<file path="src/rtl/sobel_edge_magnitude_macros.svh">
// Assertion helpers shared by the sobel edge magnitude RTL.
// Simulation builds get concurrent assertions; synthesis builds get nothing.
`ifndef SOBEL_EDGE_MAGNITUDE_MACROS_SVH
`define SOBEL_EDGE_MAGNITUDE_MACROS_SVH

`ifndef SYNTHESIS

// Antecedent must imply the consequent in the same cycle.
`define SME_ASSERT_IMP(lbl, clk, rst_n, ante, cons, msg) \
	lbl: assert property (@(posedge clk) disable iff (!rst_n) (ante) |-> (cons)) \
		else $error(msg);

// Antecedent must imply the consequent in the next cycle.
`define SME_ASSERT_NXT(lbl, clk, rst_n, ante, cons, msg) \
	lbl: assert property (@(posedge clk) disable iff (!rst_n) (ante) |=> (cons)) \
		else $error(msg);

`else

`define SME_ASSERT_IMP(lbl, clk, rst_n, ante, cons, msg)
`define SME_ASSERT_NXT(lbl, clk, rst_n, ante, cons, msg)

`endif

`endif

</file>
<file path="src/rtl/sme_pkg.sv">
package sme_pkg;

	localparam int PIX_W        = 8;
	localparam int MAX_WIDTH    = 1024;
	localparam int COL_W        = $clog2(MAX_WIDTH);
	localparam int ROW_W        = 12;
	localparam int WREG_W       = 11;
	localparam int HREG_W       = 13;
	localparam int HEIGHT_LIMIT = 4096;
	localparam int MIN_DIM      = 3;
	localparam int GRAD_W       = 12;
	localparam int EDGE_SAT     = 255;
	localparam int CFG_IDX_W    = 8;
	localparam int CFG_DATA_W   = 16;
	// One line store entry holds a pixel of row y-1 and one of row y-2.
	localparam int LS_W         = 2 * PIX_W;

	localparam logic [WREG_W-1:0] WIDTH_RESET  = WREG_W'(1024);
	localparam logic [HREG_W-1:0] HEIGHT_RESET = HREG_W'(1024);

	typedef enum logic [CFG_IDX_W-1:0] {
		REG_IMAGE_WIDTH  = 8'd0,
		REG_IMAGE_HEIGHT = 8'd1
	} reg_index_t;

	typedef logic [PIX_W-1:0] pixel_t;

	// One column of the 3x3 window, top row first.
	typedef struct packed {
		pixel_t top;
		pixel_t mid;
		pixel_t bot;
	} column_t;

	// Raster position of the pixel offered at the input.
	typedef struct packed {
		logic [COL_W-1:0] col;
		logic             produce;
		logic             last;
	} raster_pos_t;

	// Per-pixel control carried alongside stage 1.
	typedef struct packed {
		logic produce;
		logic last;
	} item_ctl_t;

	function automatic logic signed [GRAD_W-1:0] pix_ext(input pixel_t p);
		pix_ext = $signed({{(GRAD_W-PIX_W){1'b0}}, p});
	endfunction

endpackage

</file>
<file path="src/rtl/sme_grad.sv">
module sme_grad (
	input  logic                   clk,
	input  logic                   arst_n,
	input  logic                   advance,
	input  sme_pkg::column_t       new_col,
	input  sme_pkg::item_ctl_t     ctl,
	input  logic                   out_ready,
	output logic                   out_valid,
	output logic [sme_pkg::PIX_W-1:0] edge_value,
	output logic                   frame_last
);
	import sme_pkg::*;

	column_t                   left_q;
	column_t                   mid_q;
	logic signed [GRAD_W-1:0]  gx;
	logic signed [GRAD_W-1:0]  gy;
	logic        [GRAD_W-1:0]  abs_gx;
	logic        [GRAD_W-1:0]  abs_gy;
	logic        [GRAD_W-1:0]  mag;
	pixel_t                    mag_sat;
	logic                      valid_s2;
	pixel_t                    edge_s2;
	logic                      last_s2;

	// Window after the shift: left_q, mid_q, new_col from left to right.
	always_comb begin
		gx = (pix_ext(new_col.top) - pix_ext(left_q.top))
		   + ((pix_ext(new_col.mid) - pix_ext(left_q.mid)) <<< 1)
		   + (pix_ext(new_col.bot) - pix_ext(left_q.bot));
		gy = (pix_ext(left_q.bot) - pix_ext(left_q.top))
		   + ((pix_ext(mid_q.bot) - pix_ext(mid_q.top)) <<< 1)
		   + (pix_ext(new_col.bot) - pix_ext(new_col.top));
		abs_gx  = gx[GRAD_W-1] ? GRAD_W'(-gx) : GRAD_W'(gx);
		abs_gy  = gy[GRAD_W-1] ? GRAD_W'(-gy) : GRAD_W'(gy);
		mag     = abs_gx + abs_gy;
		mag_sat = (mag > GRAD_W'(EDGE_SAT)) ? PIX_W'(EDGE_SAT) : mag[PIX_W-1:0];
	end

	always_ff @(posedge clk or negedge arst_n) begin
		if (!arst_n) begin
			left_q <= '0;
			mid_q  <= '0;
		end else if (advance) begin
			left_q <= mid_q;
			mid_q  <= new_col;
		end
	end

	always_ff @(posedge clk or negedge arst_n) begin
		if (!arst_n) begin
			valid_s2 <= 1'b0;
		end else if (advance && ctl.produce) begin
			valid_s2 <= 1'b1;
		end else if (out_ready) begin
			valid_s2 <= 1'b0;
		end
	end

	always_ff @(posedge clk) begin
		if (advance && ctl.produce) begin
			edge_s2 <= mag_sat;
			last_s2 <= ctl.last;
		end
	end

	assign out_valid  = valid_s2;
	assign edge_value = edge_s2;
	assign frame_last = last_s2;

endmodule
</file>
<file path="config.mk">
export PLATFORM = sky130hd
export DESIGN_NAME = sme_grad
export DESIGN_NICKNAME = d
export VERILOG_FILES = /design/src/rtl/sobel_edge_magnitude_macros.svh /design/src/rtl/sme_pkg.sv /design/src/rtl/sme_grad.sv
export SDC_FILE = /design/constraint.sdc
export NUM_CORES = 1
export LEC_CHECK = 0
export BUFFER_PORTS_ARGS = -buffer_cell sky130_fd_sc_hd__buf_4
export CORE_ASPECT_RATIO = 1.1
export CORE_MARGIN = 3
export CORE_UTILIZATION = 30
export CTS_BUF_LIST = sky130_fd_sc_hd__clkbuf_8
export DETAILED_ROUTE_END_ITERATION = 10
export HOLD_SLACK_MARGIN = 0.12
export PLACE_DENSITY = 0.44
export SKIP_CTS_REPAIR_TIMING = 1
export SYNTH_ARGS = -nofsm -noshare
export SYNTH_HDL_FRONTEND = slang
export SYNTH_SLANG_ARGS = --single-unit
</file>
<file path="constraint.sdc">
create_clock -name clk -period 9.7 [get_ports clk]
set_input_delay 1.94 -clock clk [delete_from_list [all_inputs] [get_ports clk]]
set_output_delay 1.94 -clock clk [all_outputs]
set_load 0.03 [all_outputs]
</file>
==> results of run 1 <==
## critical path: cells and delay by family
kind	cells	cell delay, ns
compound gates	13	2.69
fa+ha+maj	5	1.85
simple gates	5	1.16
mux	1	0.43
buf+inv	4	0.33
xor+xnor	1	0.10
## cell type report
class / count / share of cell area, %
multi-input cells: 535 / 60.59
flip-flops and latches: 58 / 20.79
inverters: 126 / 6.572
well taps: 285 / 4.955
repair buffers: 39 / 4.068
clock buffers: 9 / 1.721
clock inverters: 7 / 1.304
## worst paths after layout
check	start	endpoint	slack [ns]	cells past startpoint
min in group asynchronous	arst_n	mid_q[13]$_DFFE_PN0P_	1.62	1
min reg2reg	mid_q[21]$_DFFE_PN0P_	left_q[21]$_DFFE_PN0P_	0.48	2
min	mid_q[21]$_DFFE_PN0P_	left_q[21]$_DFFE_PN0P_	0.48	2
max in group asynchronous	arst_n	mid_q[0]$_DFFE_PN0P_	7.64	1
max	new_col[0]	edge_value[6]$_SDFFCE_PN1P_	1.25	29
max reg2reg	left_q[0]$_DFFE_PN0P_	edge_value[6]$_SDFFCE_PN1P_	2.56	27
## placed cells by master, fill, tap and decap left out, types with 2 or more instances in the layout
| cell type | Yosys | final |
|---|---|---|
| a211oi_1 | 7 | 7 |
| a21bo_2 | 2 | 2 |
| a21boi_0 | 2 | 2 |
| a21o_1 | 14 | 14 |
| a21oi_1 | 54 | 54 |
| and2_1 | 3 | 3 |
| and3_1 | 2 | 2 |
| buf_4 | 0 | 39 |
| bufinv_16 | 0 | 2 |
| clkbuf_8 | 0 | 9 |
| clkinv_2 | 0 | 2 |
| clkinvlp_4 | 0 | 2 |
| dfrtp_1 | 49 | 49 |
| edfxtp_1 | 9 | 9 |
| fa_1 | 27 | 27 |
| ha_1 | 83 | 83 |
| inv_1 | 126 | 126 |
| mux2_2 | 20 | 20 |
| mux2i_1 | 2 | 2 |
| nand2_1 | 54 | 54 |
| nand2b_1 | 14 | 14 |
| nand3_1 | 12 | 12 |
| nand3b_1 | 9 | 9 |
| nor2_1 | 28 | 28 |
| nor2b_1 | 10 | 10 |
| nor3_1 | 11 | 11 |
| nor3b_1 | 3 | 3 |
| nor4_1 | 2 | 2 |
| o211ai_1 | 2 | 2 |
| o21a_1 | 2 | 2 |
| o21ai_0 | 55 | 55 |
| o21bai_1 | 15 | 15 |
| o31a_1 | 2 | 2 |
| xnor2_1 | 51 | 51 |
| xor2_1 | 25 | 25 |
## through the flow
stage | setup slack, ns | hold WS, ns
6_report | 1.254 | 0.4753
5_1_grt | 0.5754 | 0.5160
4_1_cts | 1.262 | 0.4828
3_5_place_dp | 0.9176 | 0.4627
3_3_place_gp | 1.195 | 0.4609
2_1_floorplan | 1.917 | 0.4492
## kinds of logic after synthesis
kind of cell               count (synthesis)  synth area share (%)
muxes                                     22                 3.837
xor gates and xnor gates                  77                 10.67
buffers and inverters                    141                 8.359
and+or+nand+nor                          153                 11.82
adders and majority gates                110                 24.71
DFF                                       58                 23.41
AOI/OAI and AO/OA                        173                 17.19
## flip-flops by register name, indices dropped and copies added, names as in the netlist
signal      cells
out_valid       1
mid_q          24
left_q         24
edge_value      8
frame_last      1
## per-layer routing
metal  wire, um  share of wire (%)  vias up
met1       6948                 48     2275
met3        538                3.7       15
met5          0                  0        -
met4        195                1.3        0
li1           -                  -     2519
met2       6848                 47       70
==> metrics.yaml, run 1 <==
die_w_um: 145.2
tritoncts: "built"
postRouteAntennaNets: 0
drt_iter0_drc: 206
grt.busiest_layer: "met2"
cts_num_sinks: 58
skew_ns: 0.007138
crit_slowest_cell: "nor3_1"
synth_commonest_cells: "126 x inv_1, 83 x ha_1, 55 x o21ai_0"
rsz0062_at_grt: "no"
multi_input_area_mm2: 0.004360
wl_per_cell_um: 13.72
path_class: "in -> reg"
yosys.area.top_type: "dfrtp_1"
setup_viol: 0
yosysWarningCount: 0
syn_area_mm2: 0.006391
n_fill_cell: 2192
rows: 55
syn_inst: 734
wirelength_um: 14530
clockBufferDepth: 2
gp_congestion: 0.8896
synth_area_leaders: "dfrtp_1 19%, ha_1 16%, fa_1 8.5%, inv_1 7.4%, xnor2_1 7.0%"
synth_top_area_share_pct: 19.19
arrival_ns: 8.51
htree_num_levels: 3
antenna_cells: 0
synth_nets: 874
period_minus_slack_ns: 8.446
grt_use_met3_pct: 2.875
dp_hpwl_um: 12090
synth_flop_cell: "dfrtp_1"
path_clk_slew_ns: 0.07
first_pass_iters: 4
seq_area_frac_synth_pct: 23.41
grtUsageMet1_pct: 17.77
synth_edf_count: 9
area_growth_pct: 12.61
first_global_vias: 5103
synth_seq_cells: 58
initial_utilization_pct: 30.75
place_area_mm2: 0.006979
maxSlewHeadroom_pct: 47.25
syn_area_per_cell_um2: 8.707
drive_above_1_share_pct: 11.50
worstMarginPinSlew_ns: 0.7852
max_freq_ghz: 0.1184
vias: 4879
root_buffer: "clkbuf_8"
nNetsFinal: 909
cts_buffers: 9
core_mm2: 0.02078
ys_types: 57
dp.cells: 1043
final_util_pct: 34.63
vias_per_cell: 4.607
dieArea_mm2: 0.02309
grt.overflow.total: 0
slowest_delay_ns: 0.65
start_kind: "primary input"
port_buffers: 39
seq_area_mm2: 0.001496
hold_path.class: "reg -> reg"
outcome: "finished, final reports clean"
maxCapViolCount: 0
yosysMostFrequentCell: "inv_1"
fin_area_mm2: 0.007197
dieHeight_um: 159.1
report.final.hold_viol_count: 0
use_met2_pct: 21.75
end_kind: "flop"
finalNonFillerCells: 1059
grt_max_degree: 80
drc: 0
io_pins: 40
cp.required_ns: 9.77
async_reset_ff_share_pct: 84.48
worst-path-max-fanout: 10
drv_slew: 0
worstSkewPairLatency_ns: 0.36
grt_pass1_wl_um: 25330
timing.final.crit_share_pct: 87.07
antenna_found_initial: 0
setup-tns-final_ns: 0
track_usage_pct: 13.23
Power of run 1 is not shown: default switching activity piles up to over one toggle a cycle in this logic, so the estimate is an artifact.
==> run 2, diff against run 1 <==
--- a/config.mk
+++ b/config.mk
@@ -5,7 +5,7 @@
 export SDC_FILE = /design/constraint.sdc
 export NUM_CORES = 1
 export LEC_CHECK = 0
-export BUFFER_PORTS_ARGS = -buffer_cell sky130_fd_sc_hd__buf_4
+export BUFFER_PORTS_ARGS = -buffer_cell sky130_fd_sc_hd__buf_2
 export CORE_ASPECT_RATIO = 1.1
 export CORE_MARGIN = 3
 export CORE_UTILIZATION = 30
==> run 2 against run 1 <==
Compared with the run above: register-to-register slack about the same; die area did not move; critical path depth is the same; routed wire length barely moved; cell count is 0.19% higher; cell area down 0.83%; worst setup slack improved by 0.054 ns; sequential cell count unchanged; maximum frequency up 0.64%; critical path type unchanged; critical endpoint is now edge_value[0]$_SDFFCE_PN1P_; largest cell class unchanged; highest routed layer unchanged.
==> metrics.yaml, run 2 (synthesis gave the netlist of run 1 again) <==
outcome: "finished, final reports clean"
io_pins: 40  # unchanged
arrival_ns: 8.47  # -0.04 ns
cts_buffers: 9  # unchanged
die_w_um: 145.2  # unchanged
wl_per_cell_um: 13.69  # -0.20%
clockBufferDepth: 2  # unchanged
grt_max_degree: 80  # unchanged
worst-path-max-fanout: 10  # unchanged
max_freq_ghz: 0.1192  # +0.64%
reg2reg_depth: 25  # -7.4%
port_buffers: 39  # unchanged
vias: 4937  # +1.2%
slowest_delay_ns: 0.65  # about the same
drc: 0  # unchanged
root_buffer: "clkbuf_8"
dieArea_mm2: 0.02309  # unchanged
hold_path.class: "reg -> reg"
drt_iter0_drc: 222  # +7.8%
fin_ws_ns: 1.308  # +0.05383 ns
rows: 55  # unchanged
place_area_mm2: 0.006897  # -1.2%
start_kind: "primary input"
tritoncts: "built"
antenna_cells: 0  # unchanged
end_kind: "flop"
grt_pass1_wl_um: 24160  # -4.6%
grt.overflow.total: 0  # unchanged
area_growth_pct: 11.67
maxSlewHeadroom_pct: 47.13  # -0.13 points
setup-tns-final_ns: 0  # unchanged
drv_slew: 0  # unchanged
fin_area_mm2: 0.007137  # -0.83%
antenna_found_initial: 0  # unchanged
dp_slack_ns: 0.9455  # +0.02790 ns
core_mm2: 0.02078  # unchanged
whs_path_depth: 1  # -1
skew_ns: 0.01327  # +0.006134 ns
htree_num_levels: 3  # unchanged
dieHeight_um: 159.1  # unchanged
path_class: "in -> reg"
drive_above_1_share_pct: 11.73  # +0.23 points
first_pass_iters: 4  # unchanged
dp_hpwl_um: 12210  # +0.95%
crit_slowest_cell: "nor3_1"
rsz0062_at_grt: "no"
nNetsFinal: 911  # +0.22%
worstMarginPinSlew_ns: 0.7871  # +0.001869 ns
final_common_cell: "inv_1"
cts_num_sinks: 58  # unchanged
track_usage_pct: 12.68  # -0.55 points
postRouteAntennaNets: 0  # unchanged
vias_per_cell: 4.653  # +1.0%
worstSkewPairLatency_ns: 0.37  # about the same
cp.required_ns: 9.78  # about the same
maxCapViolCount: 0  # unchanged
setup_viol: 0  # unchanged
most-common-layout-cells: "126 x inv_1, 83 x ha_1, 55 x o21ai_0, 54 x a21oi_1, 54 x nand2_1"
timing.final.crit_share_pct: 86.52  # -0.55 points
period_minus_slack_ns: 8.392  # -0.05383 ns
path_clk_slew_ns: 0.07  # about the same
report.final.hold_viol_count: 0  # unchanged
first_global_vias: 4928  # -3.4%
wirelength_um: 14530  # about the same
initial_utilization_pct: 30.75  # unchanged
gp_congestion: 0.8365  # -6.0%
-- run 2: stage by stage --
stage / util [%] / hold slack (ns) / instances
after floorplan: - / 0.4492 / 734
final: 34.34 / 0.4780 / 1061
after global placement: 33.18 / 0.4604 / 1045
after detailed placement: 33.18 / 0.4657 / 1045
after CTS: 34.34 / 0.4831 / 1061
after global routing: 34.34 / 0.5124 / 1061
-- run 2: critical path, delay by kind of cell --
family / cells / cell delay, ns
buffers and inverters: 5 / 0.39
XOR/XNOR: 1 / 0.10
AND/OR/NAND/NOR: 6 / 1.20
multiplexers: 1 / 0.45
adder cells (fa/ha/maj): 5 / 1.88
AO/OA/AOI/OAI: 11 / 2.50
-- run 2: routing by layer --
| layer | global-route usage [%] | wire [um] |
|---|---|---|
| met3 | 2.505 | 466 |
| met5 | 0 | 0 |
| met4 | 2.591 | 129 |
| met2 | 21.80 | 6916 |
| met1 | 16.68 | 7018 |
-- run 2: path summary, 6_finish.rpt --
check	from	end	slack (ns)
hold reg to reg	out_valid$_DFFE_PN0P_	out_valid$_DFFE_PN0P_	0.48
setup reg to reg	left_q[17]$_DFFE_PN0P_	edge_value[0]$_SDFFCE_PN1P_	2.56
min in group asynchronous	arst_n	mid_q[13]$_DFFE_PN0P_	1.70
hold / removal	out_valid$_DFFE_PN0P_	out_valid$_DFFE_PN0P_	0.48
setup / recovery	new_col[16]	edge_value[0]$_SDFFCE_PN1P_	1.31
max in group asynchronous	arst_n	mid_q[0]$_DFFE_PN0P_	7.56
-- run 2: layout make-up --
| type | count | area, um^2 |
|---|---|---|
| clock buffers | 9 | 123.9 |
| flip-flops and latches | 58 | 1496 |
| clock inverters | 7 | 116.4 |
| repair buffers | 41 | 210.2 |
| multi-input cells | 535 | 4360 |
| fillers | 2184 | 13650 |
| inverters | 126 | 473.0 |
| well taps | 285 | 356.6 |
Power of run 2 is left out for the same reason.
