## src/rtl/sobel_edge_magnitude_macros.svh

```systemverilog
// Assertion helpers shared by the sobel edge magnitude RTL.
// Simulation builds get concurrent assertions; synthesis builds get nothing.
`ifndef SOBEL_EDGE_MAGNITUDE_MACROS_SVH
`define SOBEL_EDGE_MAGNITUDE_MACROS_SVH

`ifndef SYNTHESIS

// Antecedent must imply the consequent in the same cycle.
`define SME_ASSERT_IMP(lbl, clk, rst_n, ante, cons, msg) \
	lbl: assert property (@(posedge clk) disable iff (!rst_n) (ante) |-> (cons)) \
		else $error(msg);

// Antecedent must imply the consequent in the next cycle.
`define SME_ASSERT_NXT(lbl, clk, rst_n, ante, cons, msg) \
	lbl: assert property (@(posedge clk) disable iff (!rst_n) (ante) |=> (cons)) \
		else $error(msg);

`else

`define SME_ASSERT_IMP(lbl, clk, rst_n, ante, cons, msg)
`define SME_ASSERT_NXT(lbl, clk, rst_n, ante, cons, msg)

`endif

`endif

```

## src/rtl/sme_pkg.sv

```systemverilog
package sme_pkg;

	localparam int PIX_W        = 8;
	localparam int MAX_WIDTH    = 1024;
	localparam int COL_W        = $clog2(MAX_WIDTH);
	localparam int ROW_W        = 12;
	localparam int WREG_W       = 11;
	localparam int HREG_W       = 13;
	localparam int HEIGHT_LIMIT = 4096;
	localparam int MIN_DIM      = 3;
	localparam int GRAD_W       = 12;
	localparam int EDGE_SAT     = 255;
	localparam int CFG_IDX_W    = 8;
	localparam int CFG_DATA_W   = 16;
	// One line store entry holds a pixel of row y-1 and one of row y-2.
	localparam int LS_W         = 2 * PIX_W;

	localparam logic [WREG_W-1:0] WIDTH_RESET  = WREG_W'(1024);
	localparam logic [HREG_W-1:0] HEIGHT_RESET = HREG_W'(1024);

	typedef enum logic [CFG_IDX_W-1:0] {
		REG_IMAGE_WIDTH  = 8'd0,
		REG_IMAGE_HEIGHT = 8'd1
	} reg_index_t;

	typedef logic [PIX_W-1:0] pixel_t;

	// One column of the 3x3 window, top row first.
	typedef struct packed {
		pixel_t top;
		pixel_t mid;
		pixel_t bot;
	} column_t;

	// Raster position of the pixel offered at the input.
	typedef struct packed {
		logic [COL_W-1:0] col;
		logic             produce;
		logic             last;
	} raster_pos_t;

	// Per-pixel control carried alongside stage 1.
	typedef struct packed {
		logic produce;
		logic last;
	} item_ctl_t;

	function automatic logic signed [GRAD_W-1:0] pix_ext(input pixel_t p);
		pix_ext = $signed({{(GRAD_W-PIX_W){1'b0}}, p});
	endfunction

endpackage

```

## src/rtl/sme_raster.sv

```systemverilog
module sme_raster (
	input  logic                       clk,
	input  logic                       arst_n,
	input  logic                       advance,
	input  logic [sme_pkg::WREG_W-1:0] image_width,
	input  logic [sme_pkg::HREG_W-1:0] image_height,
	output sme_pkg::raster_pos_t       pos
);
	import sme_pkg::*;

	logic [COL_W-1:0]  col_q;
	logic [ROW_W-1:0]  row_q;
	logic [WREG_W-1:0] eff_w;
	logic [HREG_W-1:0] eff_h;
	logic              end_col;
	logic              end_row;

	// Out-of-range settings are clamped to the legal span.
	always_comb begin
		if (image_width < WREG_W'(MIN_DIM)) begin
			eff_w = WREG_W'(MIN_DIM);
		end else if (image_width > WREG_W'(MAX_WIDTH)) begin
			eff_w = WREG_W'(MAX_WIDTH);
		end else begin
			eff_w = image_width;
		end
		if (image_height < HREG_W'(MIN_DIM)) begin
			eff_h = HREG_W'(MIN_DIM);
		end else if (image_height > HREG_W'(HEIGHT_LIMIT)) begin
			eff_h = HREG_W'(HEIGHT_LIMIT);
		end else begin
			eff_h = image_height;
		end
	end

	assign end_col = (WREG_W'(col_q) + WREG_W'(1)) >= eff_w;
	assign end_row = (HREG_W'(row_q) + HREG_W'(1)) >= eff_h;

	assign pos.col     = col_q;
	assign pos.produce = (col_q >= COL_W'(2)) && (row_q >= ROW_W'(2));
	assign pos.last    = end_col && end_row;

	always_ff @(posedge clk or negedge arst_n) begin
		if (!arst_n) begin
			col_q <= '0;
			row_q <= '0;
		end else if (advance) begin
			if (end_col) begin
				col_q <= '0;
				row_q <= end_row ? '0 : row_q + ROW_W'(1);
			end else begin
				col_q <= col_q + COL_W'(1);
			end
		end
	end

endmodule

```

## config.mk

```make
export PLATFORM = sky130hd
export DESIGN_NAME = sme_raster
export DESIGN_NICKNAME = d
export VERILOG_FILES = /design/src/rtl/sobel_edge_magnitude_macros.svh /design/src/rtl/sme_pkg.sv /design/src/rtl/sme_raster.sv
export SDC_FILE = /design/constraint.sdc
export NUM_CORES = 1
export LEC_CHECK = 0
export ABC_AREA = 1
export BUFFER_PORTS_ARGS = -buffer_cell sky130_fd_sc_hd__buf_2
export CAP_MARGIN = 40
export CORE_MARGIN = 2
export CORE_UTILIZATION = 40
export DETAILED_ROUTE_END_ITERATION = 10
export PLACE_DENSITY = 0.56
export SLEW_MARGIN = 20
export SYNTH_ARGS = -nofsm -noshare
export SYNTH_HDL_FRONTEND = slang
export SYNTH_SLANG_ARGS = --single-unit
```

## constraint.sdc

```tcl
create_clock -name clk -period 3.15 [get_ports clk]
set_input_delay 0.315 -clock clk [delete_from_list [all_inputs] [get_ports clk]]
set_output_delay 0.315 -clock clk [all_outputs]
set_load 0.1 [all_outputs]
```

==> results of run 1 <==
## worst max path at each step
stage                          startpoint        to  slack [ns]  depth (start not counted)
final                            col_q[0]    pos[0]        0.16                         14
after global routing             col_q[0]    pos[0]      -0.002                         14
after floorplan                  col_q[5]    pos[0]       0.007                         12
after detailed placement  image_height[9]  row_q[7]        0.21                         15
after global placement    image_height[9]    pos[0]        0.24                         13
after CTS                        col_q[0]    pos[0]        0.05                         14
## flip-flops by register name, summed over array words and instances, names as in the netlist
signal / cells
col_q: 10
row_q: 12
## power by group through the flow
stage / Combinational, mW / Clock (mW) / Sequential, mW
global placement: 1.68 / 0 / 0.575
CTS: 1.70 / 0.291 / 0.570
global route: 1.96 / 0.299 / 0.592
finish: 1.76 / 0.286 / 0.569
detailed placement: 1.69 / 0 / 0.577
floorplan: 1.07 / 0 / 0.832
## cell type report
cell class	instances	area (um^2)	share of cell area (%)
Sequential cell	22	563	21.0
Clock inverter	1	30.0	1.12
Inverter	54	203	7.55
Tap cell	72	90.1	3.36
Multi-Input combinational cell	264	1490	55.6
Timing Repair Buffer	46	265	9.88
Clock buffer	3	41.3	1.54
## per-layer routing
| layer | GRT usage, % | vias to the layer above |
|---|---|---|
| li1 | - | 1177 |
| met4 | 8.07 | 0 |
| met5 | 0 | - |
| met2 | 35.9 | 37 |
| met1 | 22.3 | 1013 |
| met3 | 1.70 | 14 |
## cell usage after synthesis (4+ instances only)
cell type  count
nand2_1      125
inv_1         54
nor2_1        29
ha_1          28
dfrtp_1       22
nand3_1       20
xor2_1        13
a21oi_1       11
o21ai_0        9
nor4_1         8
nor3_1         4
## placed cells by master, fill, tap and decap left out, types with 2 or more instances in the layout
cell type  count
nor4_1         8
xor2_1        12
ha_1          27
dfrtp_2        4
clkbuf_8       3
buf_2         37
nor3_1         4
nand4_1        3
nor2_2         2
nor2_4         4
buf_4          8
o21ai_2        3
dfrtp_1       16
o21ai_0        9
dfrtp_4        2
nand2_1      124
inv_1         54
nor2_1        27
nand2_2        3
nand3_1       20
a21oi_1        9
## kinds of logic after synthesis
group / Yosys count / synth area share [%]
AOI/OAI and AO/OA: 25 / 6.38
xor gates and xnor gates: 13 / 5.09
adders and majority gates: 28 / 15.7
buffers and inverters: 58 / 10.4
DFF: 22 / 24.6
and+or+nand+nor: 198 / 37.9
## critical path, cell delays in order, from the launching register on
cell     delay (ns)
dfrtp_4        0.53
ha_1           0.23
nand3_1        0.11
nor2_2         0.06
nand3_1        0.08
xor2_1         0.22
inv_1          0.07
ha_1           0.31
nand2_1        0.06
nor2_1         0.13
nand3_1        0.11
nand2_2        0.10
nor2_4         0.07
a21oi_4        0.13
buf_12         0.19
## repair_timing
action                     CTS  global route
setup buffers                0             7
setup endpoints to repair    0             1
resized for setup            0             8
==> metrics.md, run 1 <==
| Metric | Value |
|---|---|
| Sw frac | between 50% and 60% |
| Layout Utilization | between 40% and 50% |
| Flop pwr share | between 20% and 30% |
| Crit Path Max Fanout | 8 |
| TritonCTS Sinks | 22 |
| Max Freq | between 300 and 400 MHz |
| R2r worst-path depth | 14 |
| Fin Clk Skew | 0.00298 ns |
| Final Hold Vio Count | 0 |
| P_leak | 1.54 nW |
| Peak VDD IR | 0.792 mV |
| DR WL/cell | between 10 and 15 um |
| Nets | roughly 450 |
| Setup CP Type | flop to primary output |
| 1st-iter DRT viols | 93 |
| Reg2reg setup slack | roughly 0.46 ns |
| Pwr Total | between 2 and 3 mW |
| Post-Place Setup Slack | 0.209 ns |
| Clock power frac | ~11% |
| Worst Path Arrival | around 2.7 ns |
| CP Launch Type | flop |
| Max-Cap Viols | 0 |
| Highest Signal Layer | met4 |
| Number of flops mapped to enable cells by yosys | 0 |
| Clock buffer depth | 2 |
| Status | finished, final reports clean |
| Synth top area share | between 20% and 30% |
| CTS Hold Bufs | 0 |
| H-tree lvl count | 1 |
| Final wirelength | ~5.7 mm |
| Post-Syn Area | approximately 2200 um^2 |
| Final Cell Area | ~2700 um^2 |
| Initial Util | approximately two fifths |
| Die area | between 6000 and 7000 um^2 |
| Dominant cell type by area after synthesis | dfrtp_1 |
| Clock slew at reported path FFs | approximately 0.10 ns |
| CTS root buffer | clkbuf_8 |
| Switching Power | 1.52 mW |
| Via count | 2241 |
| Critical Path RT | 2.83 ns |
| Yosys warns | 0 |
| Hold WS | about 0.016 ns |
| # port buffers | 38 |
| Initial antenna violation count | 0 |
| Final period utilization | between 90 and 100% |
| Global-route wire length before repair | ~9.5 mm |
| Cell Area, Placed | roughly 2500 um^2 |
| Routability Congestion | roughly 0.84 |
| Met2 WL post-DR | approximately 2.9 mm |
| Pins Over Slew Limit | 0 |
| Count of different cell masters after synthesis | 24 |
| Largest net degree at the start of global routing | 23 |
| Int Pwr | between 1 and 1.5 mW |
| Worst slew pin tran | between 0.5 and 0.6 ns |
| Slew Limit Headroom | a little over three fifths |
| Die Ht | ~79 um |
| Final setup margin | 0.159 ns |
| Die width | 78.8 um |
| Vias in the first global route | between 2000 and 2500 |
| #FFs+latches synth | 22 |
| Tmin final | around 3 ns |
| Syn Nets | ~400 |
| Worst r2r dst | row_q[3] |
| ANT nets after route | 0 |
| Hpwl dp | around 4.6 mm |
| Post-synthesis async set-or-reset flop share | between 90% and 100% |
| Layout cell share with drive strength beyond 1 | about a fifth |
| Syn Inst Count | between 300 and 400 |
| Crit end category | primary output |
| M1 WL | ~2.5 mm |
| Routed wl met3 | between 100 and 150 um |
| GR Util All Layers | around a fifth |
| GR Overflow Total | 0 |
| Final setup fails | 0 |
| Largest cells by area after synthesis | dfrtp_1, nand2_1, ha_1, inv_1, xor2_1 |
| Area delta synth->final | 20.0% |
| Rows | 27 |
| Antenna cells | 0 |
| Setup TNS after final layout | 0 ns |
| Num CTS Buffers | 3 |
| DRC Markers | 0 |
| Fill count | around 600 |
| Core area | 5440 um^2 |
| CTS tree | yes |
| Cells after DPL | between 400 and 500 |
| # IOs | 39 |
| Hold Crit Class | input port to asynchronous set/reset pin |
| Avg Synthesized Cell Area | 6.50 um^2 |
| Worst-Skew Late Latency | roughly 0.28 ns |
| Sequential-to-total area share from yosys stat | between 20% and 30% |
| DR vias/cell | between 4 and 5 |
| Top_reg_cell synth | dfrtp_1 |
| Pwr Density | ~970 nW/um^2 |
| Final std cells w/o fill | between 400 and 500 |
| Comb power frac | about two thirds |
| Worst flop-to-flop path startpoint | col_q[0] |
| DRT Pass-1 Iters | 4 |
Power figures use the tool's default switching activity.
==> run 2: changes to the inputs <==
- PLACE_DENSITY: 0.56 -> 0.7
==> run 2 against run 1 <==
Effect of this change: design area is 0.65% lower; setup slack better by 0.024 ns; non-clock buffer count is 1 higher; combinational power hardly changed; sequential share of layout area is 0.091 points higher; final cell count is 0.22% higher; via count is 0.89% lower; die area stayed put.
==> metrics.md, run 2 (synthesized netlist as in run 1, its figures left out) <==
| Metric | Value |
|---|---|
| Initial antenna violation count | 0 |
| Vias in the first global route | 2050 |
| Worst flop-to-flop path startpoint | col_q[1] |
| Final setup fails | 0 |
| Final Hold Vio Count | 0 |
| CTS tree | yes |
| P_leak | ~1.5 nW |
| ANT nets after route | 0 |
| Pwr Density | 941 nW/um^2 |
| Hold Crit Class | input port to asynchronous set/reset pin |
| CTS Hold Bufs | 0 |
| CP max stage cell | dfrtp_4 |
| Pins Over Slew Limit | 0 |
| Core area | about 5400 um^2 |
| Largest register FFs | 12 |
| Critical Path RT | roughly 2.8 ns |
| TritonCTS Sinks | 22 |
| Max incr delay on CP | ~0.52 ns |
| Die area | ~6200 um^2 |
| Slew Limit Headroom | between 60% and 70% |
| Via count | about 2200 |
| Largest Register | row_q |
| Worst Path Arrival | about 2.7 ns |
| Area delta synth->final | 19.3% |
| Layout cell share with drive strength beyond 1 | 18.9% |
| R2r worst-path depth | 17 |
| Clock buffer depth | 2 |
| Setup CP Type | flop to primary output |
| Tmin final | between 2 and 3 ns |
| 1st-iter DRT viols | 76 |
| DR WL/cell | about 11 um |
| # IOs | 39 |
| Most frequent cells in the layout | nand2_1, inv_1, buf_2 |
| Clock slew at reported path FFs | 0.09 ns |
| Final period utilization | roughly 94% |
| DRC Markers | 0 |
| Final wirelength | between 5 and 6 mm |
| Global-route wire length before repair | 8.89 mm |
| Most common cell after layout, fill and taps aside | nand2_1 |
| Max-Cap Viols | 0 |
| Pwr Total | between 2 and 3 mW |
| CP Launch Type | flop |
| Initial Util | around 41% |
| Peak VDD IR | approximately 0.67 mV |
| Worst r2r dst | col_q[5] |
| Crit Path Max Fanout | 7 |
| Max Freq | 337 MHz |
| Status | finished, final reports clean |
| Largest net degree at the start of global routing | 23 |
| Die width | 78.8 um |
| DR vias/cell | around 4.8 |
| Hold WS | ~0.0052 ns |
| Reg2reg setup slack | around 0.47 ns |
| Crit end category | primary output |
| Die Ht | ~79 um |
| Routability Congestion | about 0.85 |
| GR Overflow Total | 0 |
| Num CTS Buffers | 3 |
| Nets | approximately 450 |
| Biggest regs | row_q (12), col_q (10) |
| Setup TNS after final layout | 0 ns |
| Worst-Skew Late Latency | 0.27 ns |
| Cell repeated most along the worst path | nand2_1 |
| # port buffers | 38 |
| H-tree lvl count | 1 |
| CTS root buffer | clkbuf_8 |
| Rows | 27 |
| GR Util All Layers | 17.7% |
| Hpwl dp | ~4.1 mm |
| DRT Pass-1 Iters | 4 |
| Fin Clk Skew | about 0.012 ns |
| Antenna cells | 0 |
| CP Cell Sequence | ha_1 -> nand3_1 -> nor2_2 -> nand2_1 -> xor2_1 -> inv_1 -> ha_1 -> nand2_1 -> inv_1 -> nand2_1 -> nand2_1 -> nand2_1 -> nand2_2 -> nor2_4 -> a21oi_4 -> buf_12 |
| Worst slew pin tran | slightly above 0.5 ns |
run 2: cell types whose count changed in the layout (fill, tap and decap cells not counted):
cell and change:
xor2_1 +1, xor2_2 -1, buf_4 +1, nor2_2 +1
nor2_1 -1, dfrtp_1 +1, dfrtp_2 -1, bufinv_16 -1
ha_2 -1, clkbuf_8 +1, ha_1 +1
run 2: layer usage:
layer  routed length (um)  vias to the layer above  track usage (%)
met5                    0                        -                0
met4                   45                        0             4.74
met3                  166                        4             1.36
met2                 2470                       37             32.0
met1                 2470                     1005             22.7
li1                     -                     1175                -
run 2: worst max path at each step:
stage,startpoint,to,slack (ns),depth (start not counted)
after floorplan,col_q[5],pos[0],0.007,12
after global placement,col_q[0],pos[0],0.30,14
after detailed placement,image_height[9],row_q[9],0.24,15
after CTS,col_q[0],pos[0],0.0008,14
after global routing,row_q[1],pos[0],-0.02,14
final,col_q[1],pos[0],0.18,16
run 2: per-stage QoR:
stage / util (%) / cell area (um^2) / cells / setup slack, ns
3_3_place_gp: 46.4 / 2520 / 450 / 0.296
6_report: 49.0 / 2670 / 463 / 0.183
3_5_place_dp: 46.4 / 2520 / 450 / 0.245
5_1_grt: 49.0 / 2670 / 463 / -0.0170
2_1_floorplan: - / 2260 / 344 / 0.00714
4_1_cts: 47.4 / 2580 / 454 / 0.000849
run 2: final cells by class:
| type | instances | area, um^2 |
|---|---|---|
| Sequential cell | 22 | 562 |
| Inverter | 54 | 203 |
| Tap cell | 72 | 90.1 |
| Fill cell | 556 | 2770 |
| Multi-Input combinational cell | 264 | 1480 |
| Clock buffer | 4 | 55.1 |
| Timing Repair Buffer | 47 | 273 |
run 2: power breakdown:
group / total [mW] / internal, mW / leakage, nW / switching (mW)
Combinational: 1.74 / 0.505 / 1.22 / 1.23
Sequential: 0.560 / 0.402 / 0.290 / 0.158
Clock: 0.212 / 0.112 / 0.0288 / 0.100
Total: 2.51 / 1.02 / 1.54 / 1.49
run 2: critical path, delay by kind of cell (launching register included):
family	cells	cell delay (ns)
adders and majority gates	2	0.53
DFF	1	0.52
and+or+nand+nor	9	0.82
xor gates and xnor gates	1	0.19
AOI/OAI and AO/OA	1	0.05
buffers and inverters	3	0.28
run 2: what timing repair did:
item,CTS,global route
setup endpoints to repair,0,12
setup buffers,0,9
resized for setup,0,6
